--- config.mk ---
export PLATFORM = sky130hd
export DESIGN_NAME = sdsr_ctrl
export DESIGN_NICKNAME = d
export VERILOG_FILES = /design/src/rtl/sdsr_pkg.sv /design/src/rtl/sdsr_ctrl.sv
export SDC_FILE = /design/constraint.sdc
export NUM_CORES = 1
export LEC_CHECK = 0
export BUFFER_PORTS_ARGS = -buffer_cell sky130_fd_sc_hd__buf_2
export CORE_AREA = 2 2 39 41
export DETAILED_ROUTE_END_ITERATION = 8
export DIE_AREA = 0 0 41 43
export HOLD_SLACK_MARGIN = 0.02
export PLACE_DENSITY = 0.66
export SYNTH_ARGS = -nofsm -noshare
export SYNTH_HDL_FRONTEND = slang
export SYNTH_SLANG_ARGS = --single-unit
--- constraint.sdc ---
create_clock -name i_clk -period 1.2 [get_ports i_clk]
set_input_delay 0.06 -clock i_clk [delete_from_list [all_inputs] [get_ports i_clk]]
set_output_delay 0.06 -clock i_clk [all_outputs]
set_load 0.05 [all_outputs]
--- src/rtl/sdsr_pkg.sv ---
// Shared constants, types and command/status bundles for the dead-stream
// replacement block. No dependencies.
package sdsr_pkg;

    localparam int NUM_SETS     = 2048;
    localparam int NUM_WAYS     = 16;
    localparam int SIG_BITS     = 6;
    localparam int DECAY_PERIOD = 100000;

    localparam int SET_W    = $clog2(NUM_SETS);
    localparam int WAY_W    = $clog2(NUM_WAYS);
    localparam int NUM_SIGS = 1 << SIG_BITS;
    localparam int TICK_W   = $clog2(DECAY_PERIOD + 1);
    localparam int ADDR_W   = 64;
    localparam int MASK_W   = 16;
    localparam int SCNT_W   = 3;
    localparam int THR_W    = 3;

    localparam logic [1:0]        RRPV_MAX  = 2'd3;
    localparam logic [1:0]        RRPV_NEAR = 2'd2;
    localparam logic [1:0]        CTR_MAX   = 2'd3;
    localparam logic [1:0]        CTR_REUSE = 2'd2;
    localparam logic [1:0]        DEAD_MAX  = 2'd3;
    localparam logic [1:0]        DEAD_LIVE = 2'd1;
    localparam logic [SCNT_W-1:0] SCNT_MAX  = 3'd7;
    localparam logic [THR_W-1:0]  THR_RST   = 3'd4;

    // input beat layout
    localparam int SET_LSB  = 0;
    localparam int WAY_LSB  = SET_LSB + SET_W;
    localparam int MASK_LSB = WAY_LSB + WAY_W;
    localparam int PC_LSB   = MASK_LSB + MASK_W;
    localparam int ADR_LSB  = PC_LSB + ADDR_W;
    localparam int S_TDATA_W = ((ADR_LSB + ADDR_W + 7) / 8) * 8;
    localparam int S_TUSER_W = 3;
    localparam int M_TDATA_W = 8;

    typedef enum logic [1:0] {
        MODE_VICTIM = 2'd0,
        MODE_UPDATE = 2'd1,
        MODE_TICK   = 2'd2
    } t_mode;

    typedef struct packed {
        logic [NUM_WAYS-1:0][1:0]          rrpv;
        logic [NUM_WAYS-1:0][1:0]          dead;
        logic [NUM_WAYS-1:0][SIG_BITS-1:0] sig;
    } t_blk_row;

    typedef struct packed {
        logic [ADDR_W-1:0] prev_addr;
        logic [ADDR_W-1:0] prev_stride;
        logic [SCNT_W-1:0] cnt;
    } t_set_row;

    typedef struct packed {
        logic clr;
        logic load;
        logic rd;
        logic vict;
        logic u1;
        logic u2;
        logic u3;
        logic tick;
        logic dec_rd;
        logic dec_wr;
        logic push;
    } t_cmd;

    typedef struct packed {
        logic [1:0] mode;
        logic       is_hit;
        logic       ptr_last;
        logic       tick_wrap;
        logic       out_full;
    } t_sts;

endpackage

--- src/rtl/sdsr_ctrl.sv ---
// Sequencer for the dead-stream replacement block.
// Depends on sdsr_pkg; drives the datapath through t_cmd.
module sdsr_ctrl (
    input  logic           i_clk,
    input  logic           i_rst_n,
    input  logic           s_axis_tvalid,
    output logic           s_axis_tready,
    input  sdsr_pkg::t_sts i_sts,
    output sdsr_pkg::t_cmd o_cmd
);
    import sdsr_pkg::*;

    typedef enum logic [3:0] {
        S_CLR, S_IDLE, S_RD, S_VIC, S_U1, S_U2, S_U3, S_TICK, S_DRD, S_DWR, S_DONE
    } t_state;

    t_state r_state;

    assign s_axis_tready = (r_state == S_IDLE);

    always_comb begin
        o_cmd        = '0;
        o_cmd.clr    = (r_state == S_CLR);
        o_cmd.load   = (r_state == S_IDLE) && s_axis_tvalid;
        o_cmd.rd     = (r_state == S_RD);
        o_cmd.vict   = (r_state == S_VIC);
        o_cmd.u1     = (r_state == S_U1);
        o_cmd.u2     = (r_state == S_U2);
        o_cmd.u3     = (r_state == S_U3);
        o_cmd.tick   = (r_state == S_TICK);
        o_cmd.dec_rd = (r_state == S_DRD);
        o_cmd.dec_wr = (r_state == S_DWR);
        o_cmd.push   = (r_state == S_DONE) && !i_sts.out_full;
    end

    always_ff @(posedge i_clk) begin
        if (!i_rst_n) begin
            r_state <= S_CLR;
        end else begin
            unique case (r_state)
                S_CLR:  if (i_sts.ptr_last) r_state <= S_IDLE;
                S_IDLE: if (s_axis_tvalid) r_state <= S_RD;
                S_RD: begin
                    unique case (t_mode'(i_sts.mode))
                        MODE_VICTIM: r_state <= S_VIC;
                        MODE_UPDATE: r_state <= S_U1;
                        MODE_TICK:   r_state <= S_TICK;
                        default:     r_state <= S_DONE;
                    endcase
                end
                S_VIC:  r_state <= S_DONE;
                S_U1:   r_state <= S_U2;
                S_U2:   r_state <= i_sts.is_hit ? S_DONE : S_U3;
                S_U3:   r_state <= S_DONE;
                S_TICK: r_state <= i_sts.tick_wrap ? S_DRD : S_DONE;
                S_DRD:  r_state <= S_DWR;
                S_DWR:  r_state <= i_sts.ptr_last ? S_DONE : S_DRD;
                S_DONE: if (!i_sts.out_full) r_state <= S_IDLE;
                default: r_state <= S_CLR;
            endcase
        end
    end

endmodule

## After elaboration in Yosys (flattened, before gate mapping)

Index checks and enable logic that the tools add are counted.

- Equal/unequal tests: 15
- Mux-type cells: 8
- Reduce and logical (&&, ||, !) cells: 7

Operators by type and width:

| cell | count |
|---|---|
| $pmux W4 S10 | 1 |
| $eq A4 B3 Y1 const B | 4 |
| $mux W4 | 4 |
| $eq A4 B4 Y1 const B | 3 |
| $pmux W4 S3 | 1 |
| $eq A4 B2 Y1 const B | 2 |
| $ne A2 B2 Y1 const B | 3 |
| $eq A4 B1 Y1 const B | 1 |
| $logic_not A4 Y1 | 1 |
| $mux W2 | 2 |
| $reduce_and A3 Y1 | 1 |
| $eq A2 B1 Y1 const B | 1 |
| $eq A2 B2 Y1 const B | 1 |
| $logic_and A1 B1 Y1 | 2 |
| $logic_not A2 Y1 | 1 |
| $reduce_or A2 Y1 | 1 |
| $logic_not A1 Y1 | 1 |

- Flip-flop bits (word level): 4
- Logic and storage cells: 31
- Input bits: 9
- Output and inout bits: 12

## Logic depth before layout (Yosys ltp)

Gate-level depths: netlist (run 1).

- Depth in word-level cells: 3
- Mapped depth: 6
- Depth with buffers taken out: 6

## Worst setup path before layout (run 1)

OpenSTA, ideal clock, no wires.

- Path kind: reg-to-output
- Start: register r_state[2]
- End: output o_cmd[9] (netlist name)
- Arrival: 2,280 ps
- Cell stages (with the launch flop): 5
- Buffers on the path: 2
- Data required time: 1,140 ps
- Setup slack: -1,140 ps
- Cell sequence: dfxtp_1 -> buf_2 -> buf_2 -> nor3_1 -> and2_1

RTL lines:

| element | RTL line | text |
|---|---|---|
| start: declaration | sdsr_ctrl.sv:17 | `t_state r_state;` |
| start signal: assignment | sdsr_ctrl.sv:53 | `S_U2: r_state <= i_sts.is_hit ? S_DONE : S_U3;` |
| start signal: assignment | sdsr_ctrl.sv:55 | `S_TICK: r_state <= i_sts.tick_wrap ? S_DRD : S_DONE;` |
| start signal: assignment | sdsr_ctrl.sv:57 | `S_DWR: r_state <= i_sts.ptr_last ? S_DONE : S_DRD;` |
| end: declaration | sdsr_ctrl.sv:9 | `output sdsr_pkg::t_cmd o_cmd` |

## Worst setup path in the final report (run 1)

- Start: register r_state[1]
- End: register r_state[0]

- Word-level cells in the longest chain between the ends: 3
- Elaborated cells on any way between the ends: 17
- Classes of those cells: 13 x eq/ne; 1 x mux; 3 x reduce/logical

RTL lines:

| element | RTL line | text |
|---|---|---|
| $eq A4 B3 Y1 (tied with other cells) | sdsr_ctrl.sv:40 | `unique case (r_state)` |
| $reduce_or A2 Y1 (no line) or $ne A2 B2 Y1 (tied branches) | n/a |  |
| $pmux W4 S10 or $reduce_and A3 Y1 (tied branches) | n/a |  |

Several ways; a longest one is shown, not always the timed one.
A chain may end at the register's enable or synchronous reset.

==> results of run 1 <==
==> cells by family after synthesis <==
group           synth area share (%)
flops                           17.5
fa+ha+maj                       10.9
compound gates                  22.1
buf+inv                         7.65
simple gates                    41.8
==> area by class of cell <==
type | count | area [um^2]
flip-flops and latches | 4 | 92.6
repair buffers | 49 | 474
multi-input cells | 51 | 494
clock buffers | 3 | 22.5
fillers | 74 | 269
inverters | 3 | 11.3
well taps | 16 | 20.0
==> synth_stat cells <==
cell type	number
nor3_1	9
or4_1	1
nor4_2	1
a21oi_1	4
nand2b_4	1
a211o_1	1
and3b_1	1
o21a_1	3
inv_1	3
nand3b_1	1
o21ai_1	2
ha_1	4
a32o_1	1
o2bb2ai_1	1
and2_1	1
dfxtp_1	4
o21ai_0	1
nor2b_1	1
nor3b_1	3
nand2_1	1
nor4_1	1
nor2_1	7
clkbuf_1	1
a32oi_1	1
o21bai_1	1
nand2b_1	4
buf_2	4
==> what timing repair did <==
action	4_1_cts	5_1_grt
endpoints found under the setup margin	14	16
hold buffers	0	0
pin swaps	3	7
setup buffers	3	5
gates resized for setup	45	13
==> critical path, delay by kind of cell, from the launching register on <==
family	cells	cell delay (ps)
AO/OA/AOI/OAI	3	460
buffers and inverters	1	190
flip-flops	1	370
AND/OR/NAND/NOR	1	260
==> routing by layer <==
layer / share of wire [%] / GRT usage [%]
met1: 41 / 30.1
met2: 48 / 39.1
met3: 6.3 / 11.5
met4: 4.5 / 10.0
met5: 0 / 0
==> per-stage QoR <==
step	std cells	TNS (ps)	hold slack (ps)	util [%]
global placement	117	-258	333	61.0
CTS	123	-1370	86.8	75.4
global route	126	-2570	70.8	80.6
floorplan	63	-1820	178	-
detailed placement	117	-358	330	61.0
finish	126	-1880	92.4	80.6
==> worst min path at each step <==
stage,from,to,slack [ps]
2_1_floorplan,i_rst_n,r_state[0]$_SDFFE_PN0P_,180
3_3_place_gp,i_rst_n,r_state[3]$_SDFFE_PN0P_,330
3_5_place_dp,i_rst_n,r_state[3]$_SDFFE_PN0P_,330
4_1_cts,i_rst_n,r_state[0]$_SDFFE_PN0P_,90
5_1_grt,i_rst_n,r_state[0]$_SDFFE_PN0P_,70
6_report,i_rst_n,r_state[3]$_SDFFE_PN0P_,90
==> cell usage in the layout (no fill, tap or decap) <==
cell       instances
and3b_1            1
nor2_4             4
o21a_1             3
nand2_2            1
o21bai_1           1
nand2b_1           1
dfxtp_4            3
nor2b_1            1
a21oi_2            2
nor2_1             3
or4_4              1
buf_2              8
dfxtp_2            1
buf_12             2
inv_1              3
ha_1               4
nor3_1             3
a32o_1             1
and2_4             1
o21ai_0            1
nand3b_1           1
nor4_4             1
o2bb2ai_1          1
a32oi_1            1
o21ai_1            2
buf_8              6
a21oi_1            2
nor4_2             1
buf_6             15
nand2b_4           4
buf_4             18
a211o_1            1
nor3b_1            3
clkbuf_4           3
nor3_4             6
==> power by group through the flow <==
stage | clock (W) | sequential [W] | combinational, W
after CTS | 0.000179 | 0.000181 | 0.000779
final | 0.000185 | 0.000191 | 0.000885
after floorplan | 0 | 0.000176 | 0.000393
after detailed placement | 0 | 0.000173 | 0.000653
after global placement | 0 | 0.000172 | 0.000646
after global routing | 0.000208 | 0.000194 | 0.000918
==> results by group, run 1 <==
Power and ir drop
  • Tot Pwr: 0.00126 W
  • Clock power share: 14.6%
  • Logic pwr share: 70.2%
  • Net Switching: 0.000560 W
  • Flop pwr share: 15.2%
  • Pint: 0.000702 W
  • Cell Pwr Density: 1130 nW/um^2
  • Sw Share: 44.4%
  • Worst IR drop on VDD: 828 uV
  • Leakage: 0.490 nW

Layout
  • Layout area overhead: 143%
  • Cell area after layout: 1110 um^2
  • Nets: 125
  • Largest regs: r_state: 4 flops
  • Max reg flops: 4
  • Largest reg by FF count: r_state
  • Layout cells sized above 1: 70.0%
  • Antenna cells: 0

Global routing
  • Vias in the first global route: 684
  • Gr ovfl total: 0
  • Gr usage total: 25.7%
  • Initial antenna violation count: 0
  • Largest net degree at the start of global routing: 12
  • First-pass GRT wire length: 3030 um

Critical path
  • CP required: 1340 ps
  • Max incr delay on CP: 370 ps
  • Critical Path AT: 1540 ps
  • Worst R2R Setup Slack: -200 ps
  • RR Endpoint: r_state[0]$_SDFFE_PN0P_
  • CP max FO: 9
  • Crit-path cells: buf_4 -> nor2b_1 -> a211o_1 -> a21oi_2 -> o21a_1
  • Worst reg2reg startpoint: r_state[1]$_SDFFE_PN0P_
  • Crit path capture type: flip-flop
  • Critical path type: reg -> reg
  • Crit. Startpoint: r_state[1]$_SDFFE_PN0P_
  • R2r worst-path depth: 5
  • Slowest-stage cell, CP: dfxtp_4
  • Crit path launch type: flip-flop
  • Worst Setup EP: r_state[0]$_SDFFE_PN0P_

Place
  • Dpl ws: -121 ps
  • Dpl hpwl: 1100 um
  • Routability cong.: 0.824
  • PortBufs: 20
  • DP Area: 845 um^2

Die
  • Ports: 21
  • FP Rows: 14
  • Die width: 41 um
  • Total core area: 1380 um^2
  • Die H: 43 um
  • Initial Util: 33.1%
  • Die area: 1760 um^2

STA
  • Fin crit share: 117%
  • Relative slew slack: 77.7%
  • Final worst setup slack: -204 ps
  • Min Tclk post-route: 1400 ps
  • Unrepaired setup endpoints after global routing: true
  • Hold Vio Cnt, Final: 0
  • Fmax: 712 MHz
  • Worst-margin pin slew: 332 ps
  • Setup Skew: 14.6 ps
  • Slew Viols, Final: 0
  • Finish-stage setup viols: 14

Hold path
  • Worst Hold Class: in -> reg
  • Worst hold path depth: 2

Clocking
  • Clock root buffer: clkbuf_4
  • Bufs on Longest Clock Path: 2
  • Clk slew on worst S/H paths: 50 ps
  • H-tree levels: 1
  • CTS tree: yes
  • Num CTS Buffers: 3
  • Clk sinks: 4
  • Clk Latency, worst-skew pair: 250 ps

Logic synthesis
  • Synth area leaders: dfxtp_1, ha_1, nor3_1
  • Unique cell type count in the Yosys netlist: 27
  • Synth Net Count: 76
  • Post-Syn Area: 458 um^2
  • Synthesized flop and latch total: 4
  • Yosys top cell by area: dfxtp_1
  • Avg Cell Area, Syn: 7.27 um^2
  • Yosys warnings: 0
  • Post-Syn Instances: 63
  • Post-synth top area share: 17.5%
  • Sequential fraction of the synthesis area: 17.5%

Routing
  • Vias: 711
  • Vias per cell: 5.64
  • Final wirelength: 2220 um
  • Detailed Routing Iterations Pass 1: 4
  • # DRC: 0
  • Wire length per cell: 17.7 um
  • Antenna Violating Nets Remaining: 0
  • DRT iter0 DRCs: 32

Flow run
  • Maxcap violations: 0

Outcome
  • Failing checks: negative setup slack
  • Status: complete, but fails checks
Note: power is estimated with default switching activity, not from simulation.
==> run 2, diff against run 1 <==
--- a/config.mk
+++ b/config.mk
@@ -5,12 +5,14 @@
 export SDC_FILE = /design/constraint.sdc
 export NUM_CORES = 1
 export LEC_CHECK = 0
+export ABC_AREA = 1
 export BUFFER_PORTS_ARGS = -buffer_cell sky130_fd_sc_hd__buf_2
 export CORE_AREA = 2 2 39 41
+export CTS_BUF_LIST = sky130_fd_sc_hd__clkbuf_4 sky130_fd_sc_hd__clkbuf_8
 export DETAILED_ROUTE_END_ITERATION = 8
 export DIE_AREA = 0 0 41 43
 export HOLD_SLACK_MARGIN = 0.02
-export PLACE_DENSITY = 0.66
+export PLACE_DENSITY = 0.67
 export SYNTH_ARGS = -nofsm -noshare
 export SYNTH_HDL_FRONTEND = slang
 export SYNTH_SLANG_ARGS = --single-unit
==> run 2 against run 1 <==
Compared with the run above:
- the run still ends with negative setup slack left
- largest cell class unchanged
- via count is 15% lower
- clock-buffer cell count is 1 higher
- critical path depth stayed put
- design area is 18% lower
- sequential cell count stayed put
- total power is 50% higher
- clock skew is 9.8 ps lower
- non-clock buffer count is 22 lower
- combinational power is 55% higher
- global-route usage is 9.8 points lower
- register-to-register slack better by 190 ps
==> results by group, run 2 <==
Die
  • Die area: 1760 um^2
  • FP Rows: 14
  • Initial Util: 33.8%
  • Die width: 41 um
  • Ports: 21
  • Total core area: 1380 um^2
  • Die H: 43 um

Routing
  • Vias: 601
  • # DRC: 0
  • Antenna Violating Nets Remaining: 0
  • Detailed Routing Iterations Pass 1: 5
  • Final wirelength: 1340 um
  • Wire length per cell: 11.0 um
  • Vias per cell: 4.93
  • DRT iter0 DRCs: 12

Hold path
  • Worst Hold Path EP: r_state[3]$_SDFFE_PN0P_
  • Hold Startpoint: i_rst_n
  • Worst hold path depth: 3
  • Worst Hold Class: in -> reg

STA
  • Slew Viols, Final: 0
  • Unrepaired setup endpoints after global routing: true
  • WHS: 42.4 ps
  • Fin crit share: 106%
  • Min Tclk post-route: 1270 ps
  • Worst-margin pin slew: 228 ps
  • Setup Skew: 4.80 ps
  • Fmax: 787 MHz
  • Hold Vio Cnt, Final: 0
  • Finish-stage setup viols: 8
  • Final worst setup slack: -70.3 ps
  • Relative slew slack: 84.8%

Clocking
  • Clock root buffer: clkbuf_4
  • Clk slew on worst S/H paths: 40 ps
  • Clk sinks: 4
  • H-tree levels: 1
  • Clk Latency, worst-skew pair: 230 ps
  • CTS tree: yes
  • Bufs on Longest Clock Path: 2
  • Num CTS Buffers: 3

Layout
  • Non-Filler Instances: 122
  • Max reg flops: 4
  • Nets: 120
  • Commonest non-fill, non-tap cells in the layout: inv_1, buf_2, buf_6, buf_4
  • Antenna cells: 0
  • Commonest non-fill, non-tap cell in the layout: inv_1
  • Largest reg by FF count: r_state
  • Layout area overhead: 94.4%
  • Layout cells sized above 1: 67.9%
  • Final Util: 65.7%
  • Cell area after layout: 910 um^2
  • Largest regs: r_state: 4 flops

Power and ir drop
  • Sw Share: 54.6%
  • Leakage: 0.458 nW
  • Logic pwr share: 72.8%
  • Clock power share: 10.9%
  • Cell Pwr Density: 2070 nW/um^2
  • Net Switching: 0.00103 W
  • Pint: 0.000857 W
  • Worst IR drop on VDD: 1170 uV
  • Flop pwr share: 16.3%

Flow run
  • Maxcap violations: 0

Critical path
  • Worst R2R Setup Slack: -10 ps
  • Worst reg2reg startpoint: r_state[0]$_SDFFE_PN0P_
  • RR Endpoint: r_state[1]$_SDFFE_PN0P_
  • CP max FO: 5
  • R2r worst-path depth: 7
  • CP required: 1140 ps
  • Critical path type: reg -> out
  • Crit path launch type: flip-flop
  • Critical Path AT: 1210 ps
  • Crit path capture type: primary output

Logic synthesis
  • Post-synth top cells: inv_1, nand2_1, nand3_1
  • Post-synth EDFFs: 0
  • Synth Net Count: 88
  • Count leader, synth: inv_1
  • Post-Syn Instances: 75
  • Post-synth top area share: 17.1%
  • Post-Syn Area: 468 um^2
  • Top_reg_cell synth: dfxtp_1
  • Sequential fraction of the synthesis area: 17.1%
  • Unique cell type count in the Yosys netlist: 19
  • Avg Cell Area, Syn: 6.24 um^2
  • Yosys top cell by area: dfxtp_1
  • Synthesized flop and latch total: 4
  • Asr flop ratio synth: 0%
  • Synth area leaders: dfxtp_1, inv_1, ha_1
  • Yosys warnings: 0

Place
  • PortBufs: 20
  • Dpl cells: 113
  • DP Area: 671 um^2
  • Dpl ws: 16.3 ps
  • Dpl hpwl: 955 um
  • Routability cong.: 0.862

Global routing
  • First-pass GRT wire length: 2000 um
  • Initial antenna violation count: 0
  • Gr ovfl total: 0
  • Vias in the first global route: 525
  • Gr usage total: 15.9%
  • Largest net degree at the start of global routing: 6

Outcome
  • Failing checks: negative setup slack
  • Status: complete, but fails checks
-- run 2: how the worst max path moves through the flow --
| stage | from | to | slack [ps] | cells past startpoint |
|---|---|---|---|---|
| 2_1_floorplan | r_state[1]$_SDFFE_PN0P_ | r_state[2]$_SDFFE_PN0P_ | -100 | 5 |
| 3_3_place_gp | r_state[3]$_SDFFE_PN0P_ | r_state[0]$_SDFFE_PN0P_ | 10 | 6 |
| 3_5_place_dp | r_state[1]$_SDFFE_PN0P_ | r_state[0]$_SDFFE_PN0P_ | 20 | 7 |
| 4_1_cts | r_state[3]$_SDFFE_PN0P_ | o_cmd[0] | -60 | 5 |
| 5_1_grt | r_state[0]$_SDFFE_PN0P_ | o_cmd[9] | -120 | 5 |
| 6_report | r_state[0]$_SDFFE_PN0P_ | o_cmd[9] | -70 | 5 |
-- run 2: power groups by stage --
stage	clock (W)	combinational (W)	sequential, W
global placement	0	0.000982	0.000291
CTS	0.000209	0.00121	0.000296
floorplan	0	0.000788	0.000281
detailed placement	0	0.000980	0.000291
finish	0.000206	0.00137	0.000307
global route	0.000220	0.00147	0.000312
-- run 2: worst max-delay path, cell delays in order, from the launching register on --
cell	delay [ps]
dfxtp_4	410
inv_6	70
nor2_4	150
nand2_4	80
nor2_2	100
buf_6	160
-- run 2: what timing repair did --
action,in CTS,in global routing
setup endpoints to repair,14,16
hold buffers,0,0
resized for setup,36,20
pin swaps,3,5
setup buffers,4,1
-- run 2: per-layer routing --
metal	up-vias	track usage (%)	share of wire (%)
met5	-	0	0
met4	0	2.00	0
met3	0	2.09	7.4
met2	28	28.7	55
met1	277	19.0	37
li1	296	-	-
-- run 2: per-stage QoR --
stage / total power (W) / TNS, ps
finish: 0.00189 / -243
global route: 0.00200 / -1070
CTS: 0.00171 / -239
detailed placement: 0.00127 / 0
global placement: 0.00127 / 0
floorplan: 0.00107 / -392
-- run 2: kinds of logic after synthesis --
logic type | synth area share [%]
AND/OR/NAND/NOR | 40.9
buffers and inverters | 16.8
AO/OA/AOI/OAI | 14.4
adder cells (fa/ha/maj) | 10.7
flip-flops | 17.1
-- run 2: area by class of cell --
| class | count | area (um^2) |
|---|---|---|
| multi-input combinational | 50 | 418 |
| fill | 115 | 474 |
| sequential | 4 | 95.1 |
| tap | 16 | 20.0 |
| inverter | 21 | 100 |
| timing repair buffer | 27 | 246 |
| clock buffer | 4 | 30.0 |
==> run 3, diff against run 2 <==
--- a/config.mk
+++ b/config.mk
@@ -7,12 +7,14 @@
 export LEC_CHECK = 0
 export ABC_AREA = 1
 export BUFFER_PORTS_ARGS = -buffer_cell sky130_fd_sc_hd__buf_2
-export CORE_AREA = 2 2 39 41
+export CELL_PAD_IN_SITES_DETAIL_PLACEMENT = 0
+export CELL_PAD_IN_SITES_GLOBAL_PLACEMENT = 1
+export CORE_MARGIN = 1.5
+export CORE_UTILIZATION = 28
 export CTS_BUF_LIST = sky130_fd_sc_hd__clkbuf_4 sky130_fd_sc_hd__clkbuf_8
 export DETAILED_ROUTE_END_ITERATION = 8
-export DIE_AREA = 0 0 41 43
 export HOLD_SLACK_MARGIN = 0.02
-export PLACE_DENSITY = 0.67
+export PLACE_DENSITY = 0.78
 export SYNTH_ARGS = -nofsm -noshare
 export SYNTH_HDL_FRONTEND = slang
 export SYNTH_SLANG_ARGS = --single-unit
==> run 3 against run 2 <==
Compared with the run above:
- the run still ends with negative setup slack left
- design area fell by 0.14%
- via count fell by 2.5%
- core utilization fell by 6.8 points
- fmax rose by 0.39%
- clock skew rose by 1.0 ps
- critical endpoint is now o_cmd[0]
- highest routed layer unchanged
==> results by group, run 3 (same netlist as run 2, synthesis figures left out) <==
Outcome
  • Status: complete, but fails checks
  • Failing checks: negative setup slack

Power and ir drop
  • Leakage: 0.464 nW
  • Cell Pwr Density: 1990 nW/um^2
  • Worst IR drop on VDD: 1100 uV

Clocking
  • Clk Latency, worst-skew pair: 230 ps
  • Clk sinks: 4
  • H-tree levels: 1
  • Clock root buffer: clkbuf_4
  • Clk slew on worst S/H paths: 40 ps
  • CTS tree: yes
  • Num CTS Buffers: 3
  • CTS Hold Buffers Added: 0
  • Bufs on Longest Clock Path: 2

Global routing
  • Initial antenna violation count: 0
  • Gr usage total: 13.0%
  • Vias in the first global route: 482
  • Largest net degree at the start of global routing: 6
  • First-pass GRT wire length: 1930 um
  • Gr ovfl total: 0

STA
  • Min Tclk post-route: 1270 ps
  • Worst-margin pin slew: 206 ps
  • Fmax: 790 MHz
  • Unrepaired setup endpoints after global routing: true
  • Setup Skew: 5.82 ps
  • Final worst setup slack: -65.3 ps
  • Setup total negative slack: -296 ps
  • Finish-stage setup viols: 8
  • Slew Viols, Final: 0
  • Relative slew slack: 86.1%
  • Hold Vio Cnt, Final: 0
  • Fin crit share: 105%

Critical path
  • CP delay by family, top: flip-flops
  • Slowest-stage cell, CP: dfxtp_4
  • Crit. Startpoint: r_state[3]$_SDFFE_PN0P_
  • Worst reg2reg startpoint: r_state[3]$_SDFFE_PN0P_
  • R2r worst-path depth: 8
  • Critical Path AT: 1210 ps
  • CP max FO: 5
  • Worst Setup EP: o_cmd[0]
  • CP required: 1140 ps
  • Top cell by count, worst path: inv_4
  • Worst R2R Setup Slack: 0 ps
  • Critical path depth: 5
  • Crit path capture type: primary output
  • Crit path launch type: flip-flop
  • Max incr delay on CP: 400 ps
  • Critical path type: reg -> out
  • Crit-path cells: inv_4 -> nor2_4 -> inv_4 -> nor4_4 -> buf_6
  • RR Endpoint: r_state[0]$_SDFFE_PN0P_
  • WP buf/inv: 3

Place
  • PortBufs: 20
  • Routability cong.: 0.794
  • Dpl hpwl: 951 um

Layout
  • Commonest non-fill, non-tap cell in the layout: inv_1
  • Antenna cells: 0
  • Final Util: 58.9%
  • Max reg flops: 4
  • Layout cells sized above 1: 65.4%
  • Largest regs: r_state: 4 flops
  • Layout area overhead: 94.1%
  • Largest reg by FF count: r_state
  • Nets: 121
  • Commonest non-fill, non-tap cells in the layout: inv_1, buf_2, buf_6

Routing
  • DRT iter0 DRCs: 16
  • Final wirelength: 1290 um
  • # DRC: 0
  • Antenna Violating Nets Remaining: 0
  • Detailed Routing Iterations Pass 1: 4
  • Wire length per cell: 10.5 um
  • Vias per cell: 4.76
  • Vias: 586

Die
  • Die width: 43.9 um
  • Initial Util: 30.4%
  • Die area: 1930 um^2
  • Die H: 43.9 um
  • Total core area: 1540 um^2
  • FP Rows: 14
  • Ports: 21

Hold path
  • Worst Hold Class: in -> reg

Flow run
  • Maxcap violations: 0
==> run 3: changes by cell type in the layout (fill, tap and decap cells not counted), sizes merged <==
cell	before	now
buf	27	28
==> run 3: where the power goes <==
| part | total (W) | switching [W] | leakage [nW] | internal, W |
|---|---|---|---|---|
| registers | 0.000311 | 0.000115 | 0.0356 | 0.000196 |
| logic | 0.00129 | 0.000807 | 0.410 | 0.000486 |
| clock network | 0.000204 | 0.0000568 | 0.0184 | 0.000147 |
==> run 3: layout make-up <==
cell class	count	area, um^2
Fill cell	130	633
Multi-Input combinational cell	50	393
Tap cell	16	20.0
Inverter	21	100
Sequential cell	4	95.1
Timing Repair Buffer	28	270
Clock buffer	4	30.0
==> run 3: layer usage <==
layer,routed length (um),track usage (%)
met5,0,0
met4,0,3.64
met3,82,1.25
met2,677,21.5
met1,527,17.8
==> run 3: worst min path at each step <==
stage / slack, ps / cells after the start / endpoint / start
after floorplan: 160 / 2 / r_state[3]$_SDFFE_PN0P_ / i_rst_n
after global placement: 280 / 3 / r_state[3]$_SDFFE_PN0P_ / i_rst_n
after detailed placement: 280 / 3 / r_state[3]$_SDFFE_PN0P_ / i_rst_n
after CTS: 40 / 3 / r_state[3]$_SDFFE_PN0P_ / i_rst_n
after global routing: 70 / 3 / r_state[3]$_SDFFE_PN0P_ / i_rst_n
final: 50 / 3 / r_state[3]$_SDFFE_PN0P_ / i_rst_n
==> run 3: repair_timing <==
action / CTS / global route
hold endpoints to repair: 0 / 0
endpoints found under the setup margin: 12 / 15
setup buffers: 2 / 3
gates resized for setup: 35 / 17
pin swaps: 1 / 4
==> run 3: tightest hold or removal path, delay by kind of cell <==
kind | cells | cell delay [ps]
buf+inv | 2 | 140
simple gates | 1 | 50
==> run 3: per-stage QoR <==
stage	cell area (um^2)	hold slack [ps]	power, W	std cells	worst slack, ps
3_3_place_gp	678	283	0.00130	114	16.2
2_1_floorplan	536	158	0.00107	75	-105
6_report	908	46.6	0.00181	123	-65.3
4_1_cts	830	44.3	0.00171	120	-63.4
3_5_place_dp	678	282	0.00129	114	37.5
5_1_grt	908	70.0	0.00192	123	-136
